--- config.mk ---
export PLATFORM = sky130hd
export DESIGN_NAME = life_automaton_8x8
export DESIGN_NICKNAME = d
export VERILOG_FILES = /design/src/rtl/lfa_pkg.sv /design/src/rtl/lfa_cell.sv /design/src/rtl/lfa_rule.sv /design/src/rtl/life_automaton_8x8.sv
export SDC_FILE = /design/constraint.sdc
export NUM_CORES = 1
export LEC_CHECK = 0
export ABC_CLOCK_PERIOD_IN_PS = 5400
export BUFFER_PORTS_ARGS = -buffer_cell sky130_fd_sc_hd__buf_2
export CAP_MARGIN = 25
export CORE_ASPECT_RATIO = 0.75
export CORE_MARGIN = 10
export CORE_UTILIZATION = 40
export DETAILED_ROUTE_END_ITERATION = 10
export HOLD_SLACK_MARGIN = 0.02
export PLACE_DENSITY_LB_ADDON = 0.2
export SYNTH_ARGS = -nofsm -noshare
export SYNTH_HDL_FRONTEND = slang
export SYNTH_SLANG_ARGS = --single-unit
--- constraint.sdc ---
create_clock -name clk_i -period 5.4 [get_ports clk_i]
set_input_delay 0.27 -clock clk_i [delete_from_list [all_inputs] [get_ports clk_i]]
set_output_delay 0.27 -clock clk_i [all_outputs]
set_load 0.01 [all_outputs]
--- src/rtl/lfa_pkg.sv ---
// lfa_pkg: shared types and constants for the 8x8 life automaton
// board size, command codes, row type and the control bundle of a row cell
// no dependencies
package lfa_pkg;

  localparam int GRID_SIZE = 8;                  // rows and columns of the board
  localparam int ROW_W     = GRID_SIZE;          // bits held by one row cell
  localparam int IDX_W     = $clog2(GRID_SIZE);  // row counter width

  localparam int CMD_W     = 2;
  localparam int RIDX_W    = 3;
  localparam int RBITS_W   = 8;
  localparam int ROUT_W    = 8;
  localparam int CFG_W     = 8;
  localparam int BEAT_W    = 16;                 // tdata width on both sides

  localparam logic [CFG_W-1:0] MAX_STAG_RESET = 8'd5;
  localparam logic [CFG_W-1:0] STAG_CNT_MAX   = 8'hFF;

  typedef enum logic [CMD_W-1:0] {
    CMD_LOAD = 2'd0,
    CMD_STEP = 2'd1,
    CMD_READ = 2'd2
  } cmd_e;

  typedef logic [ROW_W-1:0] row_t;

  typedef struct packed {
    logic shift;  // take the neighbor's row
    logic load;   // take the loaded row
  } cell_ctrl_t;

endpackage

--- src/rtl/lfa_cell.sv ---
// lfa_cell: one board row held in a register, one link of the row chain
// depends on lfa_pkg
module lfa_cell import lfa_pkg::*; (
  input  logic       clk_i,
  input  logic       rst_ni,
  input  cell_ctrl_t ctrl_i,
  input  row_t       shift_i,
  input  row_t       load_i,
  output row_t       row_o
);

  row_t row_q, row_d;

  always_comb begin
    row_d = row_q;
    if (ctrl_i.shift) begin
      row_d = shift_i;
    end else if (ctrl_i.load) begin
      row_d = load_i;
    end
  end

  always_ff @(posedge clk_i or negedge rst_ni) begin
    if (!rst_ni) begin
      row_q <= '0;
    end else begin
      row_q <= row_d;
    end
  end

  assign row_o = row_q;

endmodule

--- src/rtl/lfa_rule.sv ---
// lfa_rule: next generation of one row from the rows above, at and below it
// depends on lfa_pkg; cells beyond the edges count as dead
module lfa_rule import lfa_pkg::*; (
  input  row_t above_i,
  input  row_t mid_i,
  input  row_t below_i,
  output row_t next_o
);

  always_comb begin
    logic [3:0] n;
    logic       hi_a, hi_m, hi_b, lo_a, lo_m, lo_b;
    next_o = '0;
    for (int j = 0; j < ROW_W; j++) begin
      hi_a = (j + 1 < ROW_W) ? above_i[(j + 1) % ROW_W] : 1'b0;
      hi_m = (j + 1 < ROW_W) ? mid_i[(j + 1) % ROW_W]   : 1'b0;
      hi_b = (j + 1 < ROW_W) ? below_i[(j + 1) % ROW_W] : 1'b0;
      lo_a = (j > 0) ? above_i[(j + ROW_W - 1) % ROW_W] : 1'b0;
      lo_m = (j > 0) ? mid_i[(j + ROW_W - 1) % ROW_W]   : 1'b0;
      lo_b = (j > 0) ? below_i[(j + ROW_W - 1) % ROW_W] : 1'b0;
      n = 4'(hi_a) + 4'(above_i[j]) + 4'(lo_a) + 4'(hi_m) + 4'(lo_m)
        + 4'(hi_b) + 4'(below_i[j]) + 4'(lo_b);
      // birth on three, survival on two or three
      next_o[j] = (n == 4'd3) || (mid_i[j] && (n == 4'd2));
    end
  end

endmodule

--- src/rtl/life_automaton_8x8.sv ---
// life_automaton_8x8: bounded 8x8 life board on a chain of row cells
// depends on lfa_pkg, lfa_cell, lfa_rule
//
//  channel   dir   width  beat contents (lsb first)
//  s_axis    in    16     command[1:0], row_index[4:2], row_bits[12:5], zero[15:13]
//  m_axis    out   16     row_out[7:0], changed[8], stagnant[9], zero[15:10]
//  cfg       in    8      stag_limit, written when cfg_we_i is high
//
// load, read and the unused code give their result through the output register, and a
// new beat may follow in the very next cycle while the skid stage is not full
// a step sweeps all GRID_SIZE rows: the row chain rotates one row per cycle
// through the single rule unit, which sees the previous, current and next row
// reset clears the board, the counters and both output stages; stag_limit returns to 5
// an output register plus a skid stage let one result wait while the next beat
// is taken; the input stalls while a step runs or the skid stage is full
module life_automaton_8x8 import lfa_pkg::*; (
  input  logic              clk_i,
  input  logic              rst_ni,
  input  logic              s_axis_tvalid,
  output logic              s_axis_tready,
  input  logic [BEAT_W-1:0] s_axis_tdata,   // command, row_index, row_bits
  output logic              m_axis_tvalid,
  input  logic              m_axis_tready,
  output logic [BEAT_W-1:0] m_axis_tdata,   // row_out, changed, stagnant
  input  logic              cfg_we_i,
  input  logic [CFG_W-1:0]  cfg_wdata_i
);

  typedef enum logic {
    ST_IDLE,
    ST_STEP
  } state_e;

  localparam logic [IDX_W-1:0] LAST_ROW = IDX_W'(GRID_SIZE - 1);

  state_e            state_q;
  logic [IDX_W-1:0]  step_cnt_q;
  row_t              prev_q;          // old copy of the row above the current one
  logic              diff_q;          // some row of this generation changed so far
  logic              last_changed_q;
  logic [CFG_W-1:0]  stag_cnt_q;
  logic [CFG_W-1:0]  max_stag_q;
  logic              out_valid_q;
  logic [BEAT_W-1:0] out_data_q;
  logic              skid_valid_q;
  logic [BEAT_W-1:0] skid_data_q;

  // input beat fields
  cmd_e               cmd;
  logic [RIDX_W-1:0]  row_index;
  logic [RBITS_W-1:0] row_bits;
  logic               in_acc;
  logic               idx_ok;
  row_t               load_row;
  row_t               rd_row;

  // row chain
  row_t       rows     [GRID_SIZE];
  row_t       shift_in [GRID_SIZE];
  cell_ctrl_t cell_ctrl[GRID_SIZE];
  row_t       below_row;
  row_t       new_row;
  logic       step_last;
  logic       changed_d;
  logic [CFG_W-1:0] stag_cnt_d;

  // result of this cycle
  logic              res_push;
  logic [ROUT_W-1:0] res_row;
  logic              res_changed;
  logic              res_stag;
  logic [BEAT_W-1:0] res_beat;
  logic              out_free;

  assign cmd       = cmd_e'(s_axis_tdata[1:0]);
  assign row_index = s_axis_tdata[4:2];
  assign row_bits  = s_axis_tdata[12:5];

  assign s_axis_tready = (state_q == ST_IDLE) && !skid_valid_q;
  assign in_acc        = s_axis_tvalid && s_axis_tready;
  assign idx_ok        = int'(row_index) < GRID_SIZE;
  assign load_row      = row_t'(row_bits);   // masked or widened to the row size

  // read mux over the cells
  always_comb begin
    rd_row = '0;
    for (int k = 0; k < GRID_SIZE; k++) begin
      if (int'(row_index) == k) begin
        rd_row = rows[k];
      end
    end
  end

  // cell 0 always holds the row being updated; new rows enter at the far end
  assign step_last = (step_cnt_q == LAST_ROW);
  assign below_row = step_last ? '0 : rows[1];   // below the bottom row is dead

  lfa_rule u_rule (
    .above_i (prev_q),
    .mid_i   (rows[0]),
    .below_i (below_row),
    .next_o  (new_row)
  );

  assign changed_d  = diff_q || (new_row != rows[0]);
  assign stag_cnt_d = (!changed_d && (stag_cnt_q != STAG_CNT_MAX))
                    ? stag_cnt_q + 8'd1 : stag_cnt_q;

  for (genvar k = 0; k < GRID_SIZE; k++) begin : g_cell
    if (k == GRID_SIZE - 1) begin : g_tail
      assign shift_in[k] = new_row;
    end else begin : g_link
      assign shift_in[k] = rows[k + 1];
    end

    assign cell_ctrl[k].shift = (state_q == ST_STEP);
    assign cell_ctrl[k].load  = in_acc && (cmd == CMD_LOAD) && (int'(row_index) == k);

    lfa_cell u_cell (
      .clk_i   (clk_i),
      .rst_ni  (rst_ni),
      .ctrl_i  (cell_ctrl[k]),
      .shift_i (shift_in[k]),
      .load_i  (load_row),
      .row_o   (rows[k])
    );
  end

  // result beat assembly
  always_comb begin
    res_push    = 1'b0;
    res_row     = '0;
    res_changed = last_changed_q;
    res_stag    = stag_cnt_q > max_stag_q;
    if (in_acc) begin
      case (cmd)
        CMD_LOAD: begin
          res_push = 1'b1;
          res_row  = idx_ok ? ROUT_W'(load_row) : '0;
          res_stag = 1'b0;   // count is cleared, zero never exceeds the limit
        end
        CMD_STEP: begin
          res_push = 1'b0;   // result comes at the end of the sweep
        end
        CMD_READ: begin
          res_push = 1'b1;
          res_row  = idx_ok ? ROUT_W'(rd_row) : '0;
        end
        default: begin
          res_push = 1'b1;   // unused code: no effect, flags only
        end
      endcase
    end
    if ((state_q == ST_STEP) && step_last) begin
      res_push    = 1'b1;
      res_changed = changed_d;
      res_stag    = stag_cnt_d > max_stag_q;
    end
  end

  assign res_beat = {{(BEAT_W - ROUT_W - 2){1'b0}}, res_stag, res_changed, res_row};
  assign out_free = !out_valid_q || m_axis_tready;

  always_ff @(posedge clk_i or negedge rst_ni) begin
    if (!rst_ni) begin
      state_q        <= ST_IDLE;
      step_cnt_q     <= '0;
      prev_q         <= '0;
      diff_q         <= 1'b0;
      last_changed_q <= 1'b0;
      stag_cnt_q     <= '0;
      max_stag_q     <= MAX_STAG_RESET;
      out_valid_q    <= 1'b0;
      out_data_q     <= '0;
      skid_valid_q   <= 1'b0;
      skid_data_q    <= '0;
    end else begin
      if (cfg_we_i) begin
        max_stag_q <= cfg_wdata_i;
      end

      case (state_q)
        ST_IDLE: begin
          if (in_acc && (cmd == CMD_STEP)) begin
            state_q    <= ST_STEP;
            step_cnt_q <= '0;
            prev_q     <= '0;   // above the top row is dead
            diff_q     <= 1'b0;
          end
        end
        ST_STEP: begin
          prev_q     <= rows[0];
          diff_q     <= changed_d;
          step_cnt_q <= step_cnt_q + IDX_W'(1);
          if (step_last) begin
            state_q        <= ST_IDLE;
            last_changed_q <= changed_d;
            stag_cnt_q     <= stag_cnt_d;
          end
        end
        default: begin
          state_q <= ST_IDLE;
        end
      endcase

      if (in_acc && (cmd == CMD_LOAD)) begin
        stag_cnt_q <= '0;
      end

      // output register with skid stage behind it
      if (out_free) begin
        if (skid_valid_q) begin
          out_valid_q <= 1'b1;
          out_data_q  <= skid_data_q;
          if (res_push) begin
            skid_data_q <= res_beat;
          end else begin
            skid_valid_q <= 1'b0;
          end
        end else begin
          out_valid_q <= res_push;
          if (res_push) begin
            out_data_q <= res_beat;
          end
        end
      end else if (res_push) begin
        skid_valid_q <= 1'b1;
        skid_data_q  <= res_beat;
      end
    end
  end

  assign m_axis_tvalid = out_valid_q;
  assign m_axis_tdata  = out_data_q;

endmodule

==> impl_metrics.toml <==
[floorplan]
fp-row-count = 44
io_pins = 47
coreArea_sq_um = 19430
design.die.area_sq_um = 26000
fp.dieW_um = 182.9
start_util = 0.4096
die_h_um = 142.2

[clock_network]
insertion_delay_ps = 420
ctsHtreeMaxLevel = 4
cts_tree = "built"
clockRootBuffer = "clkbuf_16"
clock_path_buffers = 2
cts.reportedPaths.clkPinSlew_ps = 60
cts_buffers = 17
cts.sinks = 116

[placed_design]
dp_hpwl_um = 15150
io_buffers = 37
gp_congestion = 0.8301

[global_routing]
grt_pass1_vias = 6239
grt_pass1_wl_um = 35480
grt_max_degree = 129
grt_overflow = 0
antenna_found_initial = 0
grt_usage = 0.1703

[drt]
post-route-drc-count = 0
antenna_left = 0
drt-initial-drc-count = 414
viasPerCell = 5.302
wl_um = 21910
firstDrtPassIters = 4
dr_total_vias = 6362
post_drt_wl_per_cell_um = 18.25

[sta]
finClkSkew_ps = 7.543
period_share = 1.010
fin_hold_ws_ps = 53.31
post-route-min-period_ps = 5454
fmax_ghz = 0.1834
setup_ws_ps = -53.94
max_slew.worst_pin.slew_ps = 931.5
slew_headroom = 0.3790
setup_viol_count_final = 1
drv_slew = 0
hold_viol_final = 0
rsz0062_at_grt = "true"

[min_path]
hold_path_class = "in -> reg"

[yosys]
synth.yosys.seq_area_share = 0.3650
synth_warnings = 0
synth_area_sq_um = 7960
synth_async_sr_flop_share = 1.000
ys.flop_type = "dfrtp_1"
synth-edff-count = 0
syn_inst = 871
synth_cell_types = 64
synth_seq_cells = 116
syn_avg_cell_area_sq_um = 9.139

[critical_path]
endpoint_kind = "flip-flop"
critPathArrivalTime_ps = 5730
critPathKind = "reg -> reg"
start_kind = "flip-flop"
cp_max_fo = 7
required_ps = 5670

[layout]
n_antenna_cell = 0
utilization = 0.4907
final_nets = 1031
drive_gt1_frac = 0.2144
layout_common_cells = "dfrtp_1 (113), nand2_1 (103), o21ai_0 (90)"
num-fill-cells = 1818
final_common_cell = "dfrtp_1"
syn_to_final_growth_pct = 19.81

[status]
status = "complete, but fails checks"
violations = "negative setup slack"

[pwr]
power_uw = 6800
leakage_uw = 0.004316
p_per_area_nw_per_um2 = 713.0
ir_drop_mv = 0.5131

[job]
max-cap-violations = 0
## through the flow
step                      setup TNS (ps)  setup WS, ps  std cells  instance area [sq um]
after floorplan                   -32.12        -16.94        876                   8053
after global placement            -469.5        -244.1       1143                   8566
after detailed placement          -672.4        -345.2       1143                   8566
after CTS                        -0.5036       -0.5036       1197                   9409
after global routing              -448.8        -256.5       1200                   9537
final                             -53.94        -53.94       1200                   9537
## kinds of logic after synthesis
group | Yosys count | share of synthesized area
adder cells (fa/ha/maj) | 68 | 0.1333
AND/OR/NAND/NOR | 249 | 0.1617
other | 1 | 0.0004711
AO/OA/AOI/OAI | 221 | 0.1617
flip-flops | 116 | 0.3650
buffers and inverters | 127 | 0.06397
multiplexers | 82 | 0.1061
XOR/XNOR | 7 | 0.007702
## final timing paths
check,cells after the start,from,to,slack (ps)
max,22,step_cnt_q[0],m_axis_tdata[9],-50
min,3,cfg_wdata_i[7],max_stag_q[7],50
max reg2reg,22,step_cnt_q[0],m_axis_tdata[9],-50
min reg2reg,2,m_axis_tdata[9],m_axis_tdata[9],500
max in group asynchronous,3,rst_ni,g_cell[0].u_cell.row_o[7],3720
min in group asynchronous,2,rst_ni,prev_q[1],510
## state kept, by name, indices dropped and copies added, names as in the netlist
signal	flops
prev_q	8
max_stag_q	8
state_q	1
skid_valid_q	1
last_changed_q	1
m_axis_tdata	10
step_cnt_q	3
diff_q	1
skid_data_q	10
g_cell.u_cell.row_o	64
stag_cnt_q	8
m_axis_tvalid	1
## metal layers
metal	vias to the layer above	GRT usage	routed length (um)
met5	-	0	0
met4	0	0.04068	283
met3	24	0.04346	1177
met2	150	0.2340	9104
met1	3047	0.2578	11340
li1	3141	-	-
## what timing repair did
item,4_1_cts,5_1_grt
hold buffers,1,0
pin swaps,34,22
resized for setup,20,26
setup endpoints to repair,2,3
gates cloned,0,0
setup buffers,21,2
endpoints found under the hold margin,1,0
## power breakdown
part	switching [uW]	internal, uW
Clock	467	692
Combinational	2150	1900
Sequential	358	1240
## area by class of cell
class                   count  area [sq um]  area share
clock buffers              17         425.4     0.04461
well taps                 253         316.6     0.03319
repair buffers             96         660.6     0.06927
flip-flops and latches    116          2909      0.3050
multi-input cells         633          4792      0.5025
inverters                  70         262.8     0.02755
clock inverters            15         170.2     0.01784
## critical path: stages, from the launching register on
cell and delay (ps):
dfrtp_1 390, ha_2 190, ha_4 180, nand2b_4 160
fa_1 480, fa_1 510, inv_2 50, fa_2 390
inv_2 60, fa_2 430, buf_4 160, or4b_4 490
and4_4 240, nand2_4 80, mux2_2 350, ha_4 220
nor2b_1 120, o21ai_1 110, nand2b_1 80, a21oi_2 150
o21ai_2 80, a22oi_2 260, o31ai_1 110
## cell usage after synthesis, types with 2 or more instances
cell,count,share of area
ha_1,40,0.063
and4_1,3,0.0033
nor3_2,2,0.0025
buf_1,2,0.00094
nor3b_1,4,0.0038
and3_1,5,0.0039
a221o_1,2,0.0025
clkbuf_1,41,0.019
dfrtp_1,114,0.36
nand2b_1,19,0.015
mux2_2,9,0.013
a21oi_1,61,0.038
clkinv_1,2,0.00094
a211oi_1,14,0.013
mux2i_1,72,0.091
a2bb2oi_1,3,0.0033
nor4bb_1,2,0.0025
a211o_1,2,0.0022
a31oi_1,2,0.0016
or3_1,4,0.0031
o2bb2ai_1,3,0.0033
o21ai_0,95,0.060
nor3_4,3,0.0061
a21o_1,5,0.0047
buf_4,6,0.0057
o21ai_1,2,0.0013
buf_2,8,0.0050
nor4_4,3,0.0080
xnor2_1,2,0.0022
nand2_1,104,0.049
nor3_1,3,0.0019
o21bai_1,2,0.0019
xor2_1,5,0.0055
nand3_1,10,0.0063
nor2b_1,19,0.015
and2_1,2,0.0016
nand4_1,10,0.0079
o22ai_1,13,0.010
inv_1,68,0.032
a2111oi_0,4,0.0044
o21a_1,5,0.0047
dfstp_2,2,0.0066
fa_1,28,0.070
nor2_1,46,0.022
(Power assumes the default switching activity.)
